$ cat src/hdl/lz2_pkg.sv
// ----------------------------------------------------------------------------
// lz2_pkg
// Shared types and constants of the level-2 LZ77 byte decompressor.
// ----------------------------------------------------------------------------
`default_nettype none
package lz2_pkg;

  localparam int HISTORY_DEPTH_DEF = 131072;
  localparam int MAX_MATCH_DEF     = 512;
  localparam int OUT_LANES_DEF     = 8;

  localparam int LEN_W       = 10;
  localparam int DIST_W      = 17;
  localparam int TOTAL_W     = 24;
  localparam int QUEUE_DEPTH = 4;
  localparam int FAR_BIAS    = 8191;

  localparam logic [1:0] CMD_LIT   = 2'd0;
  localparam logic [1:0] CMD_MATCH = 2'd1;
  localparam logic [1:0] CMD_ERR   = 2'd2;

  localparam logic [2:0] ST_OK    = 3'd0;
  localparam logic [2:0] ST_DIST  = 3'd1;
  localparam logic [2:0] ST_LIMIT = 3'd2;
  localparam logic [2:0] ST_TRUNC = 3'd3;
  localparam logic [2:0] ST_LONG  = 3'd4;

  typedef struct packed {
    logic [1:0]        kind;
    logic [7:0]        byte_val;
    logic [LEN_W-1:0]  len;
    logic [DIST_W-1:0] distance;
    logic              done;
    logic              run_end;
    logic [2:0]        status;
  } cmd_t;

endpackage
`default_nettype wire

$ cat src/hdl/lz2_queue.sv
// ----------------------------------------------------------------------------
// lz2_queue
// Short command FIFO between the parser and the copy engine.
// ----------------------------------------------------------------------------
`default_nettype none
module lz2_queue (
  input  wire logic          clk,
  input  wire logic          rst_n,
  input  wire logic          push,
  input  wire lz2_pkg::cmd_t push_cmd,
  input  wire logic          pop,
  output lz2_pkg::cmd_t      head,
  output logic               full,
  output logic               empty
);

  localparam int QD = lz2_pkg::QUEUE_DEPTH;
  localparam int PW = $clog2(QD);

  lz2_pkg::cmd_t  mem_r [QD];
  logic [PW-1:0]  wr_ptr_r, rd_ptr_r;
  logic [PW:0]    count_r;

  assign full  = (count_r == (PW+1)'(QD));
  assign empty = (count_r == '0);
  assign head  = mem_r[rd_ptr_r];

  always_ff @(posedge clk) begin
    if (push && !full) mem_r[wr_ptr_r] <= push_cmd;
  end

  always_ff @(posedge clk) begin
    if (!rst_n) begin
      wr_ptr_r <= '0;
      rd_ptr_r <= '0;
      count_r  <= '0;
    end else begin
      if (push && !full) wr_ptr_r <= wr_ptr_r + PW'(1);
      if (pop && !empty) rd_ptr_r <= rd_ptr_r + PW'(1);
      count_r <= count_r + (PW+1)'(push && !full) - (PW+1)'(pop && !empty);
    end
  end

endmodule
`default_nettype wire

$ cat config.mk
export PLATFORM = sky130hd
export DESIGN_NAME = lz2_queue
export DESIGN_NICKNAME = d
export VERILOG_FILES = /design/src/hdl/lz2_pkg.sv /design/src/hdl/lz2_queue.sv
export SDC_FILE = /design/constraint.sdc
export NUM_CORES = 1
export LEC_CHECK = 0
export ABC_AREA = 1
export BUFFER_PORTS_ARGS = -buffer_cell sky130_fd_sc_hd__buf_2
export CAP_MARGIN = 20
export CORE_MARGIN = 2
export CORE_UTILIZATION = 61
export DETAILED_ROUTE_END_ITERATION = 7
export PLACE_DENSITY = 0.84
export SETUP_SLACK_MARGIN = 0.2
export SLEW_MARGIN = 20
export SYNTH_ARGS = -nofsm -noshare
export SYNTH_HDL_FRONTEND = slang
export SYNTH_SLANG_ARGS = --single-unit
$ cat constraint.sdc
create_clock -name clk -period 5 [get_ports clk]
set_input_delay 0.25 -clock clk [delete_from_list [all_inputs] [get_ports clk]]
set_output_delay 0.25 -clock clk [all_outputs]
set_load 0.01 [all_outputs]
==> Word level (Yosys, flattened, before mapping) <==
Memories as Yosys holds them, arrays and structs flattened. A register that Yosys moved wholly into a read port is not among the register bits.
Cells that the tools add are included.
Widths: inputs -> output; s select.
{ "op_classes": {"mux": 4, "reduce_logical": 5, "addsub": 4, "eq_ne": 1} }
{ "op_table": {"columns": ["operator", "n"], "rows": [
  ["$add 2x1->2 const B", 2],
  ["$mux 2", 2],
  ["$add 3x1->3", 1],
  ["$eq 3x3->1 const B", 1],
  ["$logic_not 3->1", 1],
  ["$sub 3x1->3", 1],
  ["$logic_and 1x1->1", 2],
  ["$logic_not 1->1", 2],
  ["$mux 1", 2]
]} }
{ "word_totals": {"word_cells": 18, "output_inout_bits": 44, "inputBits": 46, "ram_bits": 168, "mem_count": 1, "register_bits": 7} }
{ "mem_list": {"columns": ["memory", "depth", "width", "read_ports", "rd_clocked_by_memory_dff", "write_ports", "line_no", "source"], "rows": [
  ["mem_r", 4, 42, 1, 1, 1, "lz2_queue.sv:20", "lz2_pkg::cmd_t mem_r [QD];"]
]} }

==> Logic depth before layout (Yosys ltp) <==
Gate-level depths: netlist (run 1).
{ "logic_depth": {"depth_word": 5, "depth_mapped": 11} }

==> Worst setup path before layout (run 1) <==
OpenSTA, ideal clock, no wires.
{ "synth_timing": {"kind": "reg-to-reg", "startpoint": "register count_r[1]", "endpoint": "memory mem_r[0][0] (netlist name), enable pin", "setup_slack_ns": 2.136, "setup_ns": 0.441, "required_time_ns": 4.559, "stages_incl_launch_ff": 5, "arrival_ns": 2.422, "cell_sequence": "dfxtp_1 > nor2_1 > nand2_1 > nand2_1 > nor2_1"} }
{ "synth_between": {"elab_chain_cells": 5} }
{ "synth_lines": {"columns": ["element", "line_no", "source"], "rows": [
  ["start: declaration", "lz2_queue.sv:22", "logic [PW:0] count_r;"],
  ["start signal: assignment", "lz2_queue.sv:40", "count_r <= count_r + (PW+1)'(push && !full) - (PW+1)'(pop && !empty);"],
  ["$eq 3x3->1", "lz2_queue.sv:24", "assign full = (count_r == (PW+1)'(QD));"],
  ["$logic_not 1->1", "lz2_queue.sv:29", "if (push && !full) mem_r[wr_ptr_r] <= push_cmd;"],
  ["$logic_and 1x1->1", "lz2_queue.sv:29", null],
  ["$mux 1", "lz2_queue.sv:29", null],
  ["$mux 1 (not written as such)", "lz2_queue.sv:29", null],
  ["end: declaration", "lz2_queue.sv:20", null]
]} }
No other way between the ends.

==> results of run 1 <==
-- power by group --
| group | switching, mW | internal (mW) |
|---|---|---|
| Combinational | 0.620 | 0.315 |
| Sequential | 0.0459 | 1.81 |
| Clock | 0.497 | 0.706 |
-- per-layer routing --
layer  part of all wire (%)  vias up  global-route usage (%)
met5                      0        -                       0
met4                    1.7        0                    8.88
met3                    7.4       25                    7.77
met2                     51      180                    41.2
met1                     40     2079                    28.4
li1                       -     2014                       -
-- tightest hold or removal path, cell delays in order --
cell and delay [ns]:
buf_2 0.12, a21oi_1 0.08, nor2_1 0.09
-- how the worst max path moves through the flow --
stage,slack [ns],depth (start not counted),end,from
after floorplan,2.14,4,mem_r[0][0],count_r[1]
after CTS,1.95,6,head[6],flip-flop
after global placement,2.64,6,head[41],flip-flop
after global routing,1.72,6,head[7],flip-flop
after detailed placement,2.55,6,head[7],flip-flop
final,1.94,6,head[5],flip-flop
-- logic make-up after synthesis --
family                     after synthesis
adders and majority gates                7
buffers and inverters                   45
AOI/OAI and AO/OA                      131
and+or+nand+nor                        114
DFF                                    177
-- cell usage in the layout (no fill, tap or decap) --
master / n
edfxtp_1: 168
nor2_1: 92
buf_2: 89
o21ai_0: 62
dlygate4sd3_1: 44
o22ai_1: 42
o21ai_1: 22
clkbuf_16: 16
inv_1: 15
nand2_1: 14
dfxtp_1: 8
buf_4: 8
clkbuf_1: 7
ha_1: 6
a21oi_1: 5
inv_2: 4
nor2_4: 4
nand3_1: 4
clkinv_2: 4
bufinv_16: 2
fa_1: 1
dfxtp_2: 1
clkbuf_8: 1
clkinvlp_4: 1
clkinv_1: 1
-- flip-flops by register name, summed over array words and instances, names as in the netlist, named ones only --
register  count
mem_r       168
wr_ptr_r      2
rd_ptr_r      2
count_r       3
-- metrics by stage --
step,instances,total power [mW],util [%]
final,761,3.99,76.1
after global routing,761,4.19,76.1
after CTS,761,4.00,76.1
after detailed placement,685,2.79,67.1
after global placement,685,2.74,67.1
after floorplan,474,2.47,-
-- cell type report --
| cell class | instances | area share, % |
|---|---|---|
| flip-flops and latches | 177 | 63.6 |
| clock inverters | 8 | 1.11 |
| clock buffers | 24 | 5.36 |
| repair buffers | 141 | 11.5 |
| inverters | 19 | 0.868 |
| multi-input cells | 252 | 15.4 |
| well taps | 140 | 2.13 |
==> impl_metrics.toml, run 1 <==
[final_layout]
final-seq-area_sq_um = 5230
nFillCells = 638
antenna_cells = 0
nNetsFinal = 661
synthToLayoutAreaGrowth_pct = 22.7
layout-drive-gt1-share_pct = 20.9
design_area_sq_um = 8220
multiInputGateArea_sq_um = 1270

[worst_setup_path]
cp-end-kind = "output pin"
crit_type = "reg -> out"
path_common_cell = "buf_4"
r2r-start = "count_r[1]"
r2r_end = "count_r[2]"
cp_cell_sequence = "buf_4 > inv_2 > buf_4 > o21ai_0 > o22ai_1 > buf_2"
path_buf_inv = 4
cp_top_family = "buffers and inverters"
worstPathMaxFanout = 85
worstRegToRegCells = 10
cp_data_arrival_time_ns = 2.81
critical_path.max_stage_delay_ns = 0.65
worstPathRequired_ns = 4.75
slowest_stage = "buf_4"
r2r_slack_ns = 2.88
cp-start-kind = "flip-flop"

[worst_hold_path]
holdPathStages = 3
hold_path_end = "wr_ptr_r[1]"
hold_start = "push"
hold_path.class = "in -> reg"

[sta]
rsz0062_at_grt = "false"
fin_crit_ns = 3.06
finalCritPeriodShare_pct = 61.2
worst_slew_pin_slew_ns = 0.824
fin_tns_setup_ns = 0
hold_viol_final = 0
finClkSkew_ns = 0.00710
setup_slack_ns = 1.94
max_freq_mhz = 327
setup_viol = 0
slew_headroom_pct = 45.1
whs_ns = 0.0487
slew_viol_final = 0

[synthesis]
ys.flop_type = "edfxtp_1"
synth_seq_area_share_pct = 78.0
synth_compound_area_share_pct = 10.6
avgSynthCellArea_sq_um = 14.1
ys_ff_latch = 177
synth_area_sq_um = 6700
postSynth.asyncResetShare_pct = 0
synth-simple-area-share_pct = 6.46
synth.net_count = 527
synth.area.mux_share_pct = 0
synth_area_leaders = "edfxtp_1 (75%), nor2_1 (5.4%), o21ai_0 (4.6%), o22ai_1 (3.9%), dfxtp_1 (2.7%)"
yosysUniqueCellTypes = 17
ys_top_cells_by_count = "edfxtp_1 (168), nor2_1 (96), o21ai_0 (62)"
synth_edf_count = 168
synthAdderAreaFrac_pct = 1.42
syn_inst = 474
yosysWarnings = 0
synth_top_family_by_area = "compound AO/OA/AOI/OAI gates"
synth_xor_area_share_pct = 0
yosys.area.top_type = "edfxtp_1"
yosysMostFrequentCell = "edfxtp_1"
synth_top_area_share_pct = 75.3

[clock_network]
cts.path.max_buffers = 2
cts_resized = 0
holdBufCountCts = 44
cts_sinks = 177
cts_max_level = 4
cts-root-buf = "clkbuf_8"
clk_latency_ns = 0.53
cts_buffers = 17
cts_tree = "done"
cts_post_setup_buffers_inserted = 0
path_clk_slew_ns = 0.06

[floorplanning]
initial_utilization_pct = 62.1
core_sq_um = 10800
row_count = 38
dieHeight_um = 109
pin_count = 90
die_w_um = 109
dieArea_sq_um = 11800

[status]
status = "finished, final reports clean"

[drt]
num_vias = 4298
via_per_inst = 5.65
drt_wl_total_um = 13500
drcViolationCount = 0
ant_nets = 0
drt-initial-drc-count = 417
wire_per_inst_um = 17.7
drt-pass1-iter-count = 5

[placed_design]
placed_area_sq_um = 7240
hpwlAfterDp_um = 7170
io_buffers = 89
gp_congestion = 0.765
dp_slack_ns = 2.55

[job]
cap_viol_max_count = 0

[power]
p_per_area_nw_per_um2 = 486
leakage_nw = 2.98
vdd_ir_drop_max_v = 0.000354

[global_routing]
grtUsageTotal_pct = 24.0
grt_antenna_before_repair = 0
grt-ovfl-total = 0
grt_max_degree = 86
grt_pass1_wl_um = 20600
grt_pass1_vias = 4294
Power figures use the tool's default switching activity.
==> run 2: changes to the inputs <==
Settings changed: ABC_AREA 1 to 0, CORE_UTILIZATION 61 to 57, PLACE_DENSITY 0.84 to 0.79.
Clock period 5 ns to 2.85 ns, I/O delays scaled along.
==> impl_metrics.toml, run 2 <==
[global_routing]
grt_antenna_before_repair = 0
grt-ovfl-total = 0
grt_max_degree = 43
grt_pass1_wl_um = 17500
grt_pass1_vias = 3398
grtUsageTotal_pct = 19.2

[worst_hold_path]
holdPathStages = 3
hold_path.class = "in -> reg"

[sta]
fin_tns_setup_ns = 0
setup_slack_ns = 0.617
whs_ns = 0.0565
slew_headroom_pct = 71.5
rsz0062_at_grt = "false"
finClkSkew_ns = 0.00640
setup_viol = 0
slew_viol_final = 0
max_freq_mhz = 448
hold_viol_final = 0
finalCritPeriodShare_pct = 78.4
fin_crit_ns = 2.23
worst_slew_pin_slew_ns = 0.428

[synthesis]
yosysMostFrequentCell = "edfxtp_1"
ys.flop_type = "edfxtp_1"
synth.net_count = 324
synth_xor_area_share_pct = 0.265
syn_inst = 271
synth-simple-area-share_pct = 1.80
synth_edf_count = 168
yosys.area.top_type = "edfxtp_1"
synth_area_sq_um = 6600
yosysUniqueCellTypes = 22
avgSynthCellArea_sq_um = 24.3
synth_top_area_share_pct = 76.5
synth_compound_area_share_pct = 0.341
synth.area.mux_share_pct = 14.8
yosysWarnings = 0
synth_top_family_by_area = "multiplexers"
synth_seq_area_share_pct = 79.2
ys_top_cells_by_count = "edfxtp_1 (168), mux4_2 (40), dfxtp_1 (9)"
synthAdderAreaFrac_pct = 1.44
ys_ff_latch = 177
synth_area_leaders = "edfxtp_1 (76%), mux4_2 (14%), dfxtp_1 (2.7%), buf_12 (1.2%), ha_1 (1.1%)"
postSynth.asyncResetShare_pct = 0

[drt]
drt_wl_total_um = 11200
drt-pass1-iter-count = 4
via_per_inst = 5.52
drcViolationCount = 0
num_vias = 3166
ant_nets = 0
drt-initial-drc-count = 246
wire_per_inst_um = 19.5

[floorplanning]
dieHeight_um = 112
die_w_um = 112
pin_count = 90
dieArea_sq_um = 12500
core_sq_um = 11400
initial_utilization_pct = 58.0
row_count = 39

[final_layout]
final_cell_mix = "edfxtp_1 (168), buf_2 (89), dlygate4sd3_1 (42), mux4_2 (40), clkbuf_16 (17)"
multiInputGateArea_sq_um = 1230
nNetsFinal = 471
post-route-util_pct = 72.3
synthToLayoutAreaGrowth_pct = 24.6
final-seq-area_sq_um = 5230
nFillCells = 661
largest_registers = "mem_r x168, count_r x3"
max_flop_register = "mem_r"
final_cells = 574
design_area_sq_um = 8220
antenna_cells = 0
final_common_cell = "edfxtp_1"
layout-drive-gt1-share_pct = 40.4
largest_reg_flops = 168

[worst_setup_path]
cp_data_arrival_time_ns = 2.54
worstPathRequired_ns = 3.16
worstPathMaxFanout = 7
critical_path.max_stage_delay_ns = 0.39
cp-start-kind = "flip-flop"
worstRegToRegCells = 11
crit_type = "reg -> reg"
cp-end-kind = "flip-flop"
cp_cell_sequence = "nor3b_2 > nor2b_1 > buf_4 > inv_1 > ha_1 > inv_1 > ha_1 > fa_1 > xnor2_1 > xnor2_1 > and2_1"
slowest_stage = "fa_1"

[placed_design]
placed_area_sq_um = 7230
gp_congestion = 0.696
hpwlAfterDp_um = 6470
dp.cells = 500
io_buffers = 89
dp_slack_ns = 0.620

[status]
status = "finished, final reports clean"

[clock_network]
cts_max_level = 4
cts_tree = "done"
path_clk_slew_ns = 0.06
cts_post_setup_buffers_inserted = 0
cts.path.max_buffers = 2
cts-root-buf = "clkbuf_16"
cts_buffers = 17
cts_resized = 0
clk_latency_ns = 0.42
cts_sinks = 177

[power]
p_total_mw = 6.96
leakage_nw = 2.85
vdd_ir_drop_max_v = 0.000551
p_per_area_nw_per_um2 = 846

[job]
cap_viol_max_count = 0
run 2: worst paths after layout:
check	start	to	slack, ns
worst min register to register	wr_ptr_r[0]	wr_ptr_r[0]	0.50
worst min-delay path	rst_n	wr_ptr_r[0]	0.06
worst max register to register	count_r[2]	count_r[2]	0.62
worst max-delay path	count_r[2]	count_r[2]	0.62
run 2: repair_timing:
action | CTS | global route
endpoints found under the setup margin | 0 | 0
hold endpoints to repair | 168 | 0
hold buffers | 42 | 0
run 2: kinds of logic after synthesis:
| family | Yosys count |
|---|---|
| flops | 177 |
| mux | 44 |
| simple gates | 19 |
| buf+inv | 18 |
| fa+ha+maj | 7 |
| compound gates | 4 |
| xor+xnor | 2 |
run 2: report_power, final:
group	switching, mW	internal (mW)	leakage [nW]
registers	0.140	3.16	1.61
clock network	0.890	1.36	0.282
logic	0.682	0.733	0.954
run 2: metal layers:
layer	GRT usage (%)	part of all wire, %	vias to the layer above
li1	-	-	1420
met1	24.1	42	1633
met2	31.5	51	102
met3	5.88	6.2	11
met4	7.98	1.2	0
met5	0	0	-
run 2: final cells by class:
| type | instances | area share (%) |
|---|---|---|
| clock inverter | 14 | 1.78 |
| inverter | 6 | 0.274 |
| clock buffer | 18 | 5.22 |
| timing repair buffer | 140 | 12.0 |
| tap | 143 | 2.18 |
| multi-input combinational | 76 | 15.0 |
| sequential | 177 | 63.6 |
run 2: critical path: cells and delay by family (launching register included):
| family | cells | cell delay (ns) |
|---|---|---|
| adders and majority gates | 3 | 0.85 |
| and+or+nand+nor | 3 | 0.42 |
| DFF | 1 | 0.33 |
| xor gates and xnor gates | 2 | 0.30 |
| buffers and inverters | 3 | 0.24 |
