**config.mk**
```make
export PLATFORM = sky130hd
export DESIGN_NAME = lz2_front
export DESIGN_NICKNAME = d
export VERILOG_FILES = /design/src/hdl/lz2_pkg.sv /design/src/hdl/lz2_front.sv
export SDC_FILE = /design/constraint.sdc
export NUM_CORES = 1
export LEC_CHECK = 0
export BUFFER_PORTS_ARGS = -buffer_cell sky130_fd_sc_hd__buf_2
export CAP_MARGIN = 20
export CORE_MARGIN = 1.5
export CORE_UTILIZATION = 48
export CTS_CLUSTER_DIAMETER = 40
export CTS_CLUSTER_SIZE = 20
export DETAILED_ROUTE_END_ITERATION = 16
export PLACE_DENSITY = 0.7
export SYNTH_ARGS = -nofsm -noshare
export SYNTH_HDL_FRONTEND = slang
export SYNTH_SLANG_ARGS = --single-unit
```
**constraint.sdc**
```tcl
create_clock -name clk -period 5.95 [get_ports clk]
set_input_delay 1.19 -clock clk [delete_from_list [all_inputs] [get_ports clk]]
set_output_delay 1.19 -clock clk [all_outputs]
set_load 0.05 [all_outputs]
```
**src/hdl/lz2_pkg.sv**
```systemverilog
// ----------------------------------------------------------------------------
// lz2_pkg
// Shared types and constants of the level-2 LZ77 byte decompressor.
// ----------------------------------------------------------------------------
`default_nettype none
package lz2_pkg;

  localparam int HISTORY_DEPTH_DEF = 131072;
  localparam int MAX_MATCH_DEF     = 512;
  localparam int OUT_LANES_DEF     = 8;

  localparam int LEN_W       = 10;
  localparam int DIST_W      = 17;
  localparam int TOTAL_W     = 24;
  localparam int QUEUE_DEPTH = 4;
  localparam int FAR_BIAS    = 8191;

  localparam logic [1:0] CMD_LIT   = 2'd0;
  localparam logic [1:0] CMD_MATCH = 2'd1;
  localparam logic [1:0] CMD_ERR   = 2'd2;

  localparam logic [2:0] ST_OK    = 3'd0;
  localparam logic [2:0] ST_DIST  = 3'd1;
  localparam logic [2:0] ST_LIMIT = 3'd2;
  localparam logic [2:0] ST_TRUNC = 3'd3;
  localparam logic [2:0] ST_LONG  = 3'd4;

  typedef struct packed {
    logic [1:0]        kind;
    logic [7:0]        byte_val;
    logic [LEN_W-1:0]  len;
    logic [DIST_W-1:0] distance;
    logic              done;
    logic              run_end;
    logic [2:0]        status;
  } cmd_t;

endpackage
`default_nettype wire

```
**src/hdl/lz2_front.sv**
```systemverilog
// ----------------------------------------------------------------------------
// lz2_front
// Token parser: checks every token against the block's totals and turns
// each input word into at most one command for the copy engine.
// ----------------------------------------------------------------------------
`default_nettype none
module lz2_front #(
  parameter int HISTORY_DEPTH = lz2_pkg::HISTORY_DEPTH_DEF,
  parameter int MAX_MATCH     = lz2_pkg::MAX_MATCH_DEF
) (
  input  wire logic                 clk,
  input  wire logic                 rst_n,
  input  wire logic                 cfg_wr_en,
  input  wire logic [23:0]          cfg_wr_data,
  input  wire logic                 in_valid,
  output logic                      in_ready,
  input  wire logic [7:0]           in_byte,
  input  wire logic                 in_last,
  input  wire logic                 q_full,
  output logic                      q_push,
  output lz2_pkg::cmd_t             q_cmd
);

  localparam logic [2:0] PH_FIRST = 3'd0;
  localparam logic [2:0] PH_CTRL  = 3'd1;
  localparam logic [2:0] PH_LIT   = 3'd2;
  localparam logic [2:0] PH_EXT   = 3'd3;
  localparam logic [2:0] PH_OFSLO = 3'd4;
  localparam logic [2:0] PH_FARHI = 3'd5;
  localparam logic [2:0] PH_FARLO = 3'd6;

  localparam int LW = lz2_pkg::LEN_W;
  localparam int DW = lz2_pkg::DIST_W;
  localparam int TW = lz2_pkg::TOTAL_W;

  logic [2:0]    phase_r, phase_nxt;
  logic [5:0]    lit_left_r, lit_left_nxt;
  logic [LW-1:0] len_r, len_nxt;
  logic [4:0]    hi5_r, hi5_nxt;
  logic [7:0]    farhi_r, farhi_nxt;
  logic [TW-1:0] prod_r, prod_nxt;
  logic          err_r, err_nxt;
  logic [23:0]   limit_r;

  logic          accept;
  logic          fail_en, new_blk, do_match;
  logic [2:0]    fail_st;
  logic          fail_re;
  logic [7:0]    ctrl;
  logic [LW-1:0] ext_sum;
  logic [DW-1:0] match_dist;
  logic [5:0]    lit_dec;

  assign in_ready = !q_full;
  assign accept   = in_valid && in_ready;
  assign ctrl     = (phase_r == PH_FIRST) ? {3'b000, in_byte[4:0]} : in_byte;
  assign ext_sum  = len_r + LW'(in_byte);
  assign lit_dec  = lit_left_r - 6'd1;

  always_comb begin
    phase_nxt    = phase_r;
    lit_left_nxt = lit_left_r;
    len_nxt      = len_r;
    hi5_nxt      = hi5_r;
    farhi_nxt    = farhi_r;
    prod_nxt     = prod_r;
    err_nxt      = err_r;
    fail_en      = 1'b0;
    fail_st      = lz2_pkg::ST_OK;
    fail_re      = 1'b0;
    new_blk      = 1'b0;
    do_match     = 1'b0;
    match_dist   = '0;
    q_push       = 1'b0;
    q_cmd        = '0;
    if (accept) begin
      if (err_r) begin
        new_blk = in_last;
      end else begin
        case (phase_r)
          PH_FIRST, PH_CTRL: begin
            if (ctrl < 8'd32) begin
              lit_left_nxt = 6'(ctrl) + 6'd1;
              phase_nxt    = PH_LIT;
            end else begin
              hi5_nxt = ctrl[4:0];
              if (ctrl[7:5] == 3'd7) begin
                len_nxt   = LW'(9);
                phase_nxt = PH_EXT;
              end else begin
                len_nxt   = LW'(ctrl[7:5]) + LW'(2);
                phase_nxt = PH_OFSLO;
              end
            end
            if (in_last) begin
              fail_en = 1'b1;
              fail_st = lz2_pkg::ST_TRUNC;
            end
          end
          PH_LIT: begin
            if (prod_r >= limit_r) begin
              fail_en = 1'b1;
              fail_st = lz2_pkg::ST_LIMIT;
            end else begin
              prod_nxt     = prod_r + TW'(1);
              lit_left_nxt = lit_dec;
              if (lit_dec == 6'd0) phase_nxt = PH_CTRL;
              q_push           = 1'b1;
              q_cmd.kind       = lz2_pkg::CMD_LIT;
              q_cmd.byte_val   = in_byte;
              q_cmd.run_end    = 1'b1;
              q_cmd.done       = in_last;
              q_cmd.status     = (in_last && lit_dec != 6'd0) ? lz2_pkg::ST_TRUNC
                                                               : lz2_pkg::ST_OK;
              new_blk          = in_last;
            end
          end
          PH_EXT: begin
            if (ext_sum > LW'(MAX_MATCH)) begin
              fail_en = 1'b1;
              fail_st = lz2_pkg::ST_LONG;
            end else begin
              len_nxt = ext_sum;
              if (in_byte != 8'hFF) phase_nxt = PH_OFSLO;
              if (in_last) begin
                fail_en = 1'b1;
                fail_st = lz2_pkg::ST_TRUNC;
              end
            end
          end
          PH_OFSLO: begin
            if (hi5_r == 5'd31 && in_byte == 8'hFF) begin
              phase_nxt = PH_FARHI;
              if (in_last) begin
                fail_en = 1'b1;
                fail_st = lz2_pkg::ST_TRUNC;
              end
            end else begin
              do_match   = 1'b1;
              match_dist = DW'({hi5_r, in_byte}) + DW'(1);
            end
          end
          PH_FARHI: begin
            farhi_nxt = in_byte;
            phase_nxt = PH_FARLO;
            if (in_last) begin
              fail_en = 1'b1;
              fail_st = lz2_pkg::ST_TRUNC;
            end
          end
          PH_FARLO: begin
            do_match   = 1'b1;
            match_dist = DW'({farhi_r, in_byte}) + DW'(lz2_pkg::FAR_BIAS + 1);
          end
          default: begin
            new_blk = 1'b1;
          end
        endcase

        // Distance is checked before the output limit.
        if (do_match) begin
          if (match_dist > DW'(prod_r) && prod_r < TW'(1 << DW) ||
              {1'b0, match_dist} > (DW+1)'(HISTORY_DEPTH)) begin
            fail_en = 1'b1;
            fail_st = lz2_pkg::ST_DIST;
            fail_re = 1'b1;
          end else if ({1'b0, prod_r} + (TW+1)'(len_r) > {1'b0, limit_r}) begin
            fail_en = 1'b1;
            fail_st = lz2_pkg::ST_LIMIT;
            fail_re = 1'b1;
          end else begin
            prod_nxt       = prod_r + TW'(len_r);
            q_push         = 1'b1;
            q_cmd.kind     = lz2_pkg::CMD_MATCH;
            q_cmd.len      = len_r;
            q_cmd.distance = match_dist;
            q_cmd.run_end  = 1'b1;
            q_cmd.done     = in_last;
            q_cmd.status   = lz2_pkg::ST_OK;
            phase_nxt      = PH_CTRL;
            new_blk        = in_last;
          end
        end

        if (fail_en) begin
          q_push        = 1'b1;
          q_cmd         = '0;
          q_cmd.kind    = lz2_pkg::CMD_ERR;
          q_cmd.done    = 1'b1;
          q_cmd.run_end = fail_re;
          q_cmd.status  = fail_st;
          if (in_last) new_blk = 1'b1;
          else err_nxt = 1'b1;
        end
      end

      if (new_blk) begin
        phase_nxt    = PH_FIRST;
        prod_nxt     = '0;
        lit_left_nxt = '0;
        len_nxt      = '0;
        hi5_nxt      = '0;
        farhi_nxt    = '0;
        err_nxt      = 1'b0;
      end
    end
  end

  always_ff @(posedge clk) begin
    if (!rst_n) begin
      phase_r    <= PH_FIRST;
      lit_left_r <= '0;
      len_r      <= '0;
      hi5_r      <= '0;
      farhi_r    <= '0;
      prod_r     <= '0;
      err_r      <= 1'b0;
      limit_r    <= 24'hFFFFFF;
    end else begin
      phase_r    <= phase_nxt;
      lit_left_r <= lit_left_nxt;
      len_r      <= len_nxt;
      hi5_r      <= hi5_nxt;
      farhi_r    <= farhi_nxt;
      prod_r     <= prod_nxt;
      err_r      <= err_nxt;
      if (cfg_wr_en) limit_r <= cfg_wr_data;
    end
  end

endmodule
`default_nettype wire

```
# Word level (Yosys, flattened, before mapping)
# Cells that the tools add are included.
dict set report totals {
  ff_bits 81
  inputBits 38
  output_inout_bits 44
}
dict set report op_classes {
  add_sub_neg 9
  order_cmp 7
  eq_ne 16
  muxes 103
  n_reduce_logical 21
}
# operator n
set ops {}
lappend ops {{$mux 24} 7}
lappend ops {{$mux 42} 3}
lappend ops {{$mux 32} 3}
lappend ops {{$mux 3} 17}
lappend ops {{$mux 8} 6}
lappend ops {{$mux 10} 4}
lappend ops {{$mux 1} 35}
lappend ops {{$mux 17} 2}
lappend ops {{$pmux 17 s2} 1}
lappend ops {{$mux 5} 6}
lappend ops {{$add 24x10->25} 1}
lappend ops {{$gt 25x24->1} 1}
lappend ops {{$add 24x1->24 const B} 1}
lappend ops {{$add 24x10->24} 1}
lappend ops {{$ge 24x24->1} 1}
lappend ops {{$lt 24x18->1 const B} 1}
lappend ops {{$mux 6} 4}
lappend ops {{$pmux 10 s2} 1}
lappend ops {{$gt 17x18->1 const B} 1}
lappend ops {{$add 16x14->17 const B} 1}
lappend ops {{$gt 17x17->1} 1}
lappend ops {{$pmux 3 s5} 1}
lappend ops {{$add 13x1->14 const B} 1}
lappend ops {{$mux 14} 1}
lappend ops {{other kinds (35)} 55}

# Longest topological paths before layout
dict set report logic_depth {
  word_depth 18
  ltp_mapped 23
  ltp_nobuf 22
}

# Worst setup path after synthesis
# Ideal clock, no wire load.
dict set report synth_timing {
  path_kind {in2out}
  startpoint {input in_byte[0]}
  endpoint {output q_cmd[20] in the netlist's numbering}
  t_arrival_ns 5.445
  required_time_ns 4.760
  setup_slack_ns -0.685
  stages 17
  path_cell_list {ha_1 -> nand3_1 -> nor3_1 -> nand2_1 -> o21ai_1 -> or2_1 -> clkbuf_1 -> o21ai_0 -> ha_1 -> a21oi_1 -> nor2_1 -> a2111o_1 -> nor3_1 -> a22oi_2 -> nor3_4 -> nand2_1 -> nor3_1}
}
# item line_no
set synth_lines {}
lappend synth_lines {{start: declaration} lz2_front.sv:17} ;# input wire logic [7:0] in_byte,
lappend synth_lines {{end: declaration} lz2_front.sv:21} ;# output lz2_pkg::cmd_t q_cmd

==> run summary <==
Yosys cell types: 79
Reg clk slew, reported paths: 0.06 ns
Routed wire per std cell: 19.10 microns
Worst R2R Setup Slack: 1.19 ns
Relative max-transition margin: 35.39%
Ys flop type: dfxtp_1
Multi-input gate area in the final layout: 5549 sq um
Pwr dens: 151.1 nW/um^2
Final Util: 60.66%
Reg2reg path depth: 24
Crit Path Class: reg2out
I/O Pins: 82
Fmax achieved: 172.1 MHz
RR Startpoint: prod_r[0]
CP Capture Type: output pin
Number of synthesized flops with an enable pin: 0
Startpoint Class: flip-flop
Die Area: 16100 sq um
Register area: 1625 sq um
Most frequent cells after synthesis: nand2_1, ha_1, dfxtp_1, nor2_1, a21oi_1
DP Cell Count: 1263
Syn. warnings: 0
Final hold violations: 0
Critical Path Max Stage Delay: 0.44 ns
Filler Cells Inserted: 1372
Synth top area cells: dfxtp_1, ha_1, nand2_1
Detailed Route WL: 24.49 mm
Post-synth top area cell: dfxtp_1
Final nets: 1221
Width of the die: 126.9 microns
Clk buf depth: 2
Cells after synthesis: 970
Gr usage total: 30.30%
Total of max-cap violations: 0
Share of layout cells above drive strength 1: 22.30%
Starting Density: 48.81%
FP Rows: 45
Clock sinks: 81
Synthesized area: 7366 sq um
Max-slew violation count: 0
Root buffer cell: clkbuf_16
Hold path endpoint: farhi_r[2]
Asr flop ratio synth: 0%
Area growth syn-to-layout: 24.26%
Die height: 126.9 microns
Min Hold Slack: 0.5045 ns
Leakage power figure: 4.182 nW
Drt via density: 6.133
Tmin final: 5.812 ns
Cts hold-fix bufs: 0
Hold depth: 2
Routability cong.: 0.9533
Residual DRC: 0
Initial DRC count: 656
Final Setup Violations: 0
Worst Skew: 0.01343 ns
Seq cells post-synth: 81
Status: finished, final reports clean
Ant. Diodes: 0
Post-synth top area share: 22.01%
Slew @ Worst Pin: 0.9617 ns
Max VDD drop: 130.7 uV
Post-DP HPWL: 18.57 mm
FF-to-FF End: prod_r[19]
WP data required: 4.76 ns
# port buffers: 81
Gr ovfl total: 0
Initial antenna violation count: 0
Vias in the first global route: 7209
Top-count cell post-synth: nand2_1
Clock buffer count from CTS: 9
Hold crit path type: reg2reg
TritonRoute pass-1 iters: 5
Mean post-synth cell area: 7.594 sq um
Crit-path max FO: 7
Period utilisation layout: 97.68%
Largest net degree at the start of global routing: 55
First-pass GRT wire length: 38.30 mm
Worst-Skew Late Latency: 0.36 ns
Sequential area share after synthesis: 22.01%
DRT antenna net count: 0
Slowest CP cell: or4_4
DR vias: 7862
HP Start: farhi_r[2]
Net count after synthesis: 1101
RSZ-0062 raised after global routing: true
Worst Path Arrival: 4.62 ns
Core area: 15090 sq um
CTS H-tree lvls: 3
Non-Filler Instances: 1282
CTS tree: built
Setup TNS: 0 ns
-- power by group --
| part | switching [mW] | internal (mW) |
|---|---|---|
| logic | 0.164 | 0.0870 |
| registers | 0.00836 | 0.558 |
| clock network | 0.242 | 0.323 |
| total | 0.415 | 0.968 |
-- sequential cells by signal (all words and copies together), names as in the netlist --
| signal | flops |
|---|---|
| hi5_r | 5 |
| lit_left_r | 6 |
| limit_r | 24 |
| farhi_r | 8 |
| phase_r | 3 |
| len_r | 10 |
| prod_r | 24 |
| err_r | 1 |
-- how the worst max path moves through the flow --
stage	from	cells after the start	slack, ns	endpoint
2_1_floorplan	in_byte[0]	17	-0.03	q_cmd[23]
3_3_place_gp	in_byte[0]	20	-0.02	q_cmd[15]
3_5_place_dp	in_byte[0]	23	-0.06	q_cmd[14]
4_1_cts	len_r[0]	25	0.0008	q_cmd[23]
5_1_grt	len_r[0]	25	-0.04	q_cmd[15]
6_report	prod_r[0]	25	0.14	q_cmd[30]
-- per-stage QoR --
stage          power [mW]  worst slack [ns]  cell area [sq um]
2_1_floorplan      0.7372          -0.02897               7433
3_5_place_dp       0.8192          -0.05684               8421
4_1_cts             1.379         0.0007705               8901
5_1_grt             1.431          -0.03913               9153
3_3_place_gp       0.8157          -0.02243               8421
6_report            1.383            0.1381               9153
-- cell type report --
| class | instances | area share [%] |
|---|---|---|
| timing repair buffer | 154 | 13.36 |
| clock inverter | 5 | 0.6152 |
| sequential | 81 | 17.76 |
| tap | 188 | 2.570 |
| multi-input combinational | 782 | 60.63 |
| inverter | 62 | 2.570 |
| clock buffer | 10 | 2.502 |
-- per-layer routing --
metal | up-vias | global-route usage, % | part of all wire (%)
met5 | - | 0 | 0
met4 | 0 | 11.10 | 2.6
met2 | 371 | 49.84 | 46
met3 | 49 | 5.061 | 7.3
met1 | 3626 | 39.95 | 44
li1 | 3816 | - | -
-- layout by cell type (no fill, tap or decap), types with 5 or more instances in the layout --
cell	n
nand2_1	104
ha_1	89
dfxtp_1	78
nor2_1	72
buf_4	68
a21oi_1	61
inv_1	58
buf_2	53
o211ai_1	34
nand3_1	30
o21ai_0	27
xnor2_1	26
and3_1	23
o21ai_1	23
nand4_1	19
a22oi_1	19
and2_4	18
buf_6	17
nor3_1	16
buf_8	14
xor2_1	12
a31oi_1	11
o21a_1	10
a21o_1	10
clkbuf_16	10
or3_1	8
o31ai_1	8
and2_1	7
nand2b_1	7
o32ai_1	7
a211oi_1	7
nor4_1	7
a22o_1	6
nor2b_1	6
o21bai_1	5
or4_1	5
-- what timing repair did --
item	in CTS	in global routing
setup buffers	0	3
pin swaps	0	32
gates cloned	0	1
gates resized for setup	62	63
setup endpoints to repair	31	31
-- critical path: cells and delay by family, from the launching register on --
family	cells	cell delay, ns
AND/OR/NAND/NOR	10	1.66
buffers and inverters	7	0.90
adder cells (fa/ha/maj)	3	0.71
AO/OA/AOI/OAI	4	0.60
flip-flops	1	0.33
XOR/XNOR	1	0.06
-- logic make-up after synthesis --
group	count (synthesis)	synth area share, %
and+or+nand+nor	359	24.24
xor gates and xnor gates	39	4.637
muxes	4	0.5436
buffers and inverters	107	5.673
DFF	81	22.01
AOI/OAI and AO/OA	287	26.89
adders and majority gates	93	16.00
Power figures use the tool's default switching activity.
